<file path="src/rtl/fcull_pkg.sv">
// ----------------------------------------------------------------------------
// fcull_pkg
// Shared types, widths and codes for the frustum culling test pipeline.
// ----------------------------------------------------------------------------
`timescale 1ns / 1ps

package fcull_pkg;

   localparam int NUM_PLANES  = 6;           // planes held in configuration
   localparam int PLANE_COUNT = 6;           // planes tested, 1 .. NUM_PLANES
   localparam int CSR_IDX_W   = 3;
   localparam int CSR_DATA_W  = 64;
   localparam int COORD_W     = 16;          // signed Q11.4
   localparam int HALF_W      = 15;          // unsigned Q11.4
   localparam int COEF_W      = 16;          // a,b,c Q1.14, d Q11.4
   localparam int PROD_W      = 2 * COEF_W;  // signed coefficient x coordinate
   localparam int ABSP_W      = HALF_W + COEF_W;
   localparam int FRAC_ALIGN  = 14;          // Q4 to Q18 shift
   localparam int M_W         = PROD_W + 3;  // plane value, signed
   localparam int SLACK_W     = ABSP_W + 2;  // radius or projected half size
   localparam int CMP_W       = M_W + 1;

   localparam logic [1:0] OP_POINT  = 2'd0;
   localparam logic [1:0] OP_SPHERE = 2'd1;
   localparam logic [1:0] OP_BOX    = 2'd2;

   localparam logic [1:0] VERDICT_INSIDE    = 2'd0;
   localparam logic [1:0] VERDICT_INTERSECT = 2'd1;
   localparam logic [1:0] VERDICT_OUTSIDE   = 2'd2;

   typedef enum logic [1:0] {
      KIND_POINT,
      KIND_SPHERE,
      KIND_BOX
   } kind_type;

   typedef struct packed {
      logic en1;
      logic en2;
      logic en3;
   } stage_en_type;

   // the spare opcode runs the box test
   function automatic kind_type op_to_kind(input logic [1:0] op);
      kind_type k;
      unique case (op)
         OP_POINT:  k = KIND_POINT;
         OP_SPHERE: k = KIND_SPHERE;
         default:   k = KIND_BOX;
      endcase
      return k;
   endfunction

endpackage

</file>
<file path="src/rtl/fcull_plane.sv">
// ----------------------------------------------------------------------------
// fcull_plane
// Three-stage test of one primitive against one plane: products, sums,
// sign compares.
// ----------------------------------------------------------------------------
`timescale 1ns / 1ps

module fcull_plane (
   input  logic                                  clock,
   input  fcull_pkg::stage_en_type               stage_en,
   input  logic [fcull_pkg::CSR_DATA_W-1:0]      plane,
   input  fcull_pkg::kind_type                   kind,
   input  logic signed [fcull_pkg::COORD_W-1:0]  center_x,
   input  logic signed [fcull_pkg::COORD_W-1:0]  center_y,
   input  logic signed [fcull_pkg::COORD_W-1:0]  center_z,
   input  logic [fcull_pkg::HALF_W-1:0]          half_x,
   input  logic [fcull_pkg::HALF_W-1:0]          half_y,
   input  logic [fcull_pkg::HALF_W-1:0]          half_z,
   input  logic [fcull_pkg::HALF_W-1:0]          radius,
   output logic                                  outside,
   output logic                                  partial
);
   import fcull_pkg::*;

   logic signed [COEF_W-1:0] coef_a, coef_b, coef_c, coef_d;
   logic [COEF_W-1:0]        abs_a, abs_b, abs_c;

   // stage 1
   logic signed [PROD_W-1:0] pa_ff, pb_ff, pc_ff, pa_in, pb_in, pc_in;
   logic [ABSP_W-1:0]        na_ff, nb_ff, nc_ff, na_in, nb_in, nc_in;
   logic signed [COEF_W-1:0] d1_ff;
   logic [HALF_W-1:0]        rad1_ff;
   kind_type                 kind1_ff;
   // stage 2
   logic signed [M_W-1:0]    m_ff, m_in;
   logic [SLACK_W-1:0]       slack_ff, slack_in;
   // stage 3
   logic                     outside_ff, partial_ff;
   logic signed [CMP_W-1:0]  hi_sum, lo_sum;

   assign coef_a = plane[15:0];
   assign coef_b = plane[31:16];
   assign coef_c = plane[47:32];
   assign coef_d = plane[63:48];

   // magnitude as unsigned, so the most negative code maps to 2^15
   assign abs_a = coef_a[COEF_W-1] ? (~coef_a + 1'b1) : coef_a;
   assign abs_b = coef_b[COEF_W-1] ? (~coef_b + 1'b1) : coef_b;
   assign abs_c = coef_c[COEF_W-1] ? (~coef_c + 1'b1) : coef_c;

   assign pa_in = coef_a * center_x;
   assign pb_in = coef_b * center_y;
   assign pc_in = coef_c * center_z;
   assign na_in = half_x * abs_a;
   assign nb_in = half_y * abs_b;
   assign nc_in = half_z * abs_c;

   always_ff @(posedge clock) begin
      if (stage_en.en1) begin
         pa_ff    <= pa_in;
         pb_ff    <= pb_in;
         pc_ff    <= pc_in;
         na_ff    <= na_in;
         nb_ff    <= nb_in;
         nc_ff    <= nc_in;
         d1_ff    <= coef_d;
         rad1_ff  <= radius;
         kind1_ff <= kind;
      end
   end

   assign m_in = M_W'(pa_ff) + M_W'(pb_ff) + M_W'(pc_ff) + (M_W'(d1_ff) <<< FRAC_ALIGN);

   always_comb begin
      unique case (kind1_ff)
         KIND_POINT:  slack_in = '0;
         KIND_SPHERE: slack_in = SLACK_W'(rad1_ff) << FRAC_ALIGN;
         default:     slack_in = SLACK_W'(na_ff) + SLACK_W'(nb_ff) + SLACK_W'(nc_ff);
      endcase
   end

   always_ff @(posedge clock) begin
      if (stage_en.en2) begin
         m_ff     <= m_in;
         slack_ff <= slack_in;
      end
   end

   // slack is zero for a point, so both compares reduce to m < 0
   assign hi_sum = CMP_W'(m_ff) + $signed({1'b0, slack_ff});
   assign lo_sum = CMP_W'(m_ff) - $signed({1'b0, slack_ff});

   always_ff @(posedge clock) begin
      if (stage_en.en3) begin
         outside_ff <= hi_sum[CMP_W-1];
         partial_ff <= lo_sum[CMP_W-1];
      end
   end

   assign outside = outside_ff;
   assign partial = partial_ff;

endmodule
</file>
<file path="config.mk">
export PLATFORM = sky130hd
export DESIGN_NAME = fcull_plane
export DESIGN_NICKNAME = d
export VERILOG_FILES = /design/src/rtl/fcull_pkg.sv /design/src/rtl/fcull_plane.sv
export SDC_FILE = /design/constraint.sdc
export NUM_CORES = 2
export LEC_CHECK = 0
export BUFFER_PORTS_ARGS = -buffer_cell sky130_fd_sc_hd__buf_2
export CORE_AREA = 3 3 485 487
export DETAILED_ROUTE_END_ITERATION = 12
export DIE_AREA = 0 0 488 490
export SETUP_SLACK_MARGIN = 0.02
export SYNTH_ARGS = -nofsm -noshare
export SYNTH_HDL_FRONTEND = slang
export SYNTH_SLANG_ARGS = --single-unit
</file>
<file path="constraint.sdc">
create_clock -name clock -period 15.05 [get_ports clock]
set_input_delay 0 -clock clock [delete_from_list [all_inputs] [get_ports clock]]
set_output_delay 0 -clock clock [all_outputs]
set_load 0.02 [all_outputs]
</file>
==> out/summary.log <==
qor: final_layout.syn2layout_area_growth 8.30%
qor: setup_path.critPathMaxFanout 35
qor: synth.synthesis.area 69,200 um2
qor: detailed_routing.met2_length 94,800 um
qor: global_routing.global_route.usage.total 15.8%
qor: detailed_routing.route.met3.wl 8080 um
qor: final_layout.final_layout_size_suffix_gt1_share 4.43%
qor: timing.timing.final.crit_period 7.49 ns
qor: detailed_routing.ant_nets 0
qor: clock_network.setup_bufs_post_cts 0
qor: timing.worst_clock_skew 0.0254 ns
qor: detailed_routing.initialDrtViolationCount 2,685
qor: synth.synth.yosys.warnings 0
qor: die.total_core_area 232,000 um2
qor: timing.period_share 49.8%
qor: detailed_routing.wl_per_cell 18.1 um
qor: synth.post-synth-top-count-cell sky130_fd_sc_hd__inv_1
qor: clock_network.clk_transition_reported_paths 0.06 ns
qor: final_layout.finalNetCount 9,455
qor: synth.synth-seq-cells 292
qor: die.std_cell_rows 177
qor: timing.worst_slack 7.56 ns
qor: synth.synth_nets 9,408
qor: clock_network.cts-resized-gates 0
qor: clock_network.cts_hold_repair.buffers 36
qor: timing.tns 0 ns
qor: timing.final-setup-viol-count 0
qor: run_status.outcome finished, final reports clean
qor: timing.worst_pin_slew 1.21 ns
qor: clock_network.clock_sink_count 292
qor: clock_network.clock_tree.htree_level_count 2
qor: setup_path.worst_ep_required_time 15.35 ns
qor: hold_path.timing.hold.worst.class in -> reg
qor: synth.synth_top_area_share 40.8%
qor: setup_path.worstSetupStartpointType input port
qor: clock_network.clock-root-buffer sky130_fd_sc_hd__clkbuf_16
qor: global_routing.vias_in_the_first_global_route 53,000
qor: final_layout.nFillCells 23,700
qor: place.gpl.final_weighted_congestion 0.893
qor: detailed_routing.totalWireLength 186,000 um
qor: die.die_y 490 um
qor: global_routing.grt_antenna_before_repair 52
qor: place.hpwl 157,000 um
qor: timing.relSlewSlack 19.2%
qor: synth.post_synth_most_frequent_cells sky130_fd_sc_hd__inv_1 (1,626), sky130_fd_sc_hd__fa_1 (1,410), sky130_fd_sc_hd__and2_1 (791)
qor: die.design.die.area 239,000 um2
qor: synth.asyncSetResetFlopFracSynth 0%
qor: detailed_routing.vias_per_cell 4.68
qor: setup_path.cp_data_arrival_time 7.78 ns
qor: die.die_width 488 um
qor: setup_path.critical_path.most_common_cell sky130_fd_sc_hd__fa_1
qor: global_routing.globalRouteOverflowTotal 0
qor: die.design.portCount 180
qor: place.placement.io_buffers 179
qor: synth.yosysUniqueCellTypes 82
qor: detailed_routing.drcViolationCount 0
qor: setup_path.endpoint_kind flip-flop
qor: synth.yosysTopAreaCell sky130_fd_sc_hd__fa_1
qor: flow_run.maxCapViolCount 0
qor: synth.synth_flop_cell sky130_fd_sc_hd__edfxtp_1
qor: timing.max_freq 134 MHz
qor: die.start_util 29.8%
qor: timing.maxSlewViolCount 0
qor: clock_network.tritoncts done
qor: synth.synth_sequential_area_ratio 12.7%
qor: synth.synth.area.top_cells sky130_fd_sc_hd__fa_1 (41%), sky130_fd_sc_hd__edfxtp_1 (13%), sky130_fd_sc_hd__ha_1 (12%), sky130_fd_sc_hd__inv_1 (8.8%), sky130_fd_sc_hd__and2_1 (7.2%)
qor: detailed_routing.met1_wire_length 74,800 um
qor: final_layout.finish.instance_area 74,900 um2
qor: place.dpl_cell_area 73,300 um2
qor: synth.synth-edff-count 292
qor: synth.synthesis.instances 7,147
qor: global_routing.grt_pass1_wl 297,000 um
qor: detailed_routing.firstDrtPassIters 5
qor: setup_path.critical_path_class in -> reg
qor: clock_network.clock_network_latency_to_the_later_pin_of_the_worst_skew_pair 0.56 ns
qor: detailed_routing.dr_total_vias 48,200
qor: setup_path.slowest_stage sky130_fd_sc_hd__xor2_1
qor: detailed_routing.top_signal_layer_used met5
qor: place.detailedPlace.worstSlack 6.96 ns
qor: final_layout.post-route-util 32.3%
qor: global_routing.grt_max_degree 108
qor: timing.setup_repair_after_global_routing_missed_its_margin no
qor: timing.hold_violations 0
qor: synth.synthesis.area_per_instance 9.68 um2
qor: setup_path.critPathMaxStageDelay 0.93 ns
qor: clock_network.clock_buffers_created_by_tritoncts 36
qor: clock_network.clock_tree.buffer_depth 3
-- routing by layer --
| metal | track usage, % | vias up |
|---|---|---|
| met5 | 0 | - |
| li1 | - | 21800 |
| met3 | 1.78 | 294 |
| met4 | 6.32 | 6 |
| met1 | 19.6 | 24900 |
| met2 | 28.0 | 1123 |
-- through the flow --
step,instances,hold WS (ns)
after global routing,10300,0.0326
after detailed placement,10200,0.182
after CTS,10300,0.00527
after global placement,10200,0.181
final,10300,0.0472
after floorplan,7147,0.0989
-- state kept, by name (all words and copies together), names as in the netlist, 2 cells and up --
| signal | count |
|---|---|
| kind1_ff | 2 |
| nb_ff | 31 |
| m_ff | 35 |
| pc_ff | 32 |
| nc_ff | 31 |
| rad1_ff | 15 |
| na_ff | 31 |
| slack_ff | 33 |
| pb_ff | 32 |
| pa_ff | 32 |
| d1_ff | 16 |
-- cell families (layout without fill, tap and decap cells) --
| group | count (synthesis) | in the layout | synth area share [%] |
|---|---|---|---|
| AOI/OAI and AO/OA | 667 | 667 | 6.39 |
| muxes | 3 | 3 | 0.0434 |
| adders and majority gates | 2083 | 2083 | 53.0 |
| buffers and inverters | 1874 | 1948 | 10.2 |
| and+or+nand+nor | 1962 | 1962 | 14.4 |
| DFF | 292 | 292 | 12.7 |
| xor gates and xnor gates | 266 | 266 | 3.37 |
| other | 0 | 26 | 0 |
-- layout make-up --
| cell class | count | area, um2 | share of cell area (%) |
|---|---|---|---|
| multi-input combinational | 4981 | 53400 | 71.3 |
| sequential | 292 | 8770 | 11.7 |
| antenna | 26 | 65.1 | 0.0868 |
| tap | 3043 | 3810 | 5.08 |
| clock inverter | 22 | 213 | 0.284 |
| clock buffer | 43 | 970 | 1.29 |
| inverter | 1628 | 6110 | 8.15 |
| timing repair buffer | 255 | 1570 | 2.09 |
-- critical path, delay by kind of cell --
kind                     cells  cell delay (ns)
AND/OR/NAND/NOR              3             0.58
buffers and inverters        7             0.78
AO/OA/AOI/OAI                7             1.71
adder cells (fa/ha/maj)      8             3.62
XOR/XNOR                     2             1.07
-- path summary, 6_finish.rpt --
| path | slack (ns) | to | depth (start not counted) | startpoint |
|---|---|---|---|---|
| max | 7.56 | nb_ff[30]$_DFFE_PP_ | 27 | plane[16] |
| max reg2reg | 10.73 | slack_ff[31]$_DFFE_PP_ | 12 | na_ff[1]$_DFFE_PP_ |
| min reg2reg | 0.57 | slack_ff[25]$_DFFE_PP_ | 2 | rad1_ff[11]$_DFFE_PP_ |
| min | 0.05 | pc_ff[0]$_DFFE_PP_ | 2 | center_z[0] |
-- cell usage in the layout, fill, tap and decap left out, types with 41 or more instances in the layout --
master	count
sky130_fd_sc_hd__inv_1	1626
sky130_fd_sc_hd__a21o_1	103
sky130_fd_sc_hd__a21oi_1	196
sky130_fd_sc_hd__nor2_1	163
sky130_fd_sc_hd__fa_1	1410
sky130_fd_sc_hd__o21bai_1	41
sky130_fd_sc_hd__ha_1	673
sky130_fd_sc_hd__and2_1	791
sky130_fd_sc_hd__o21a_1	44
sky130_fd_sc_hd__buf_2	178
sky130_fd_sc_hd__edfxtp_1	292
sky130_fd_sc_hd__xnor2_1	199
sky130_fd_sc_hd__nand2b_1	54
sky130_fd_sc_hd__o21ai_0	109
sky130_fd_sc_hd__nand2_1	763
sky130_fd_sc_hd__xor2_1	61
Power is not shown: default switching activity piles up to over one toggle a cycle in this logic, so the estimate is an artifact.
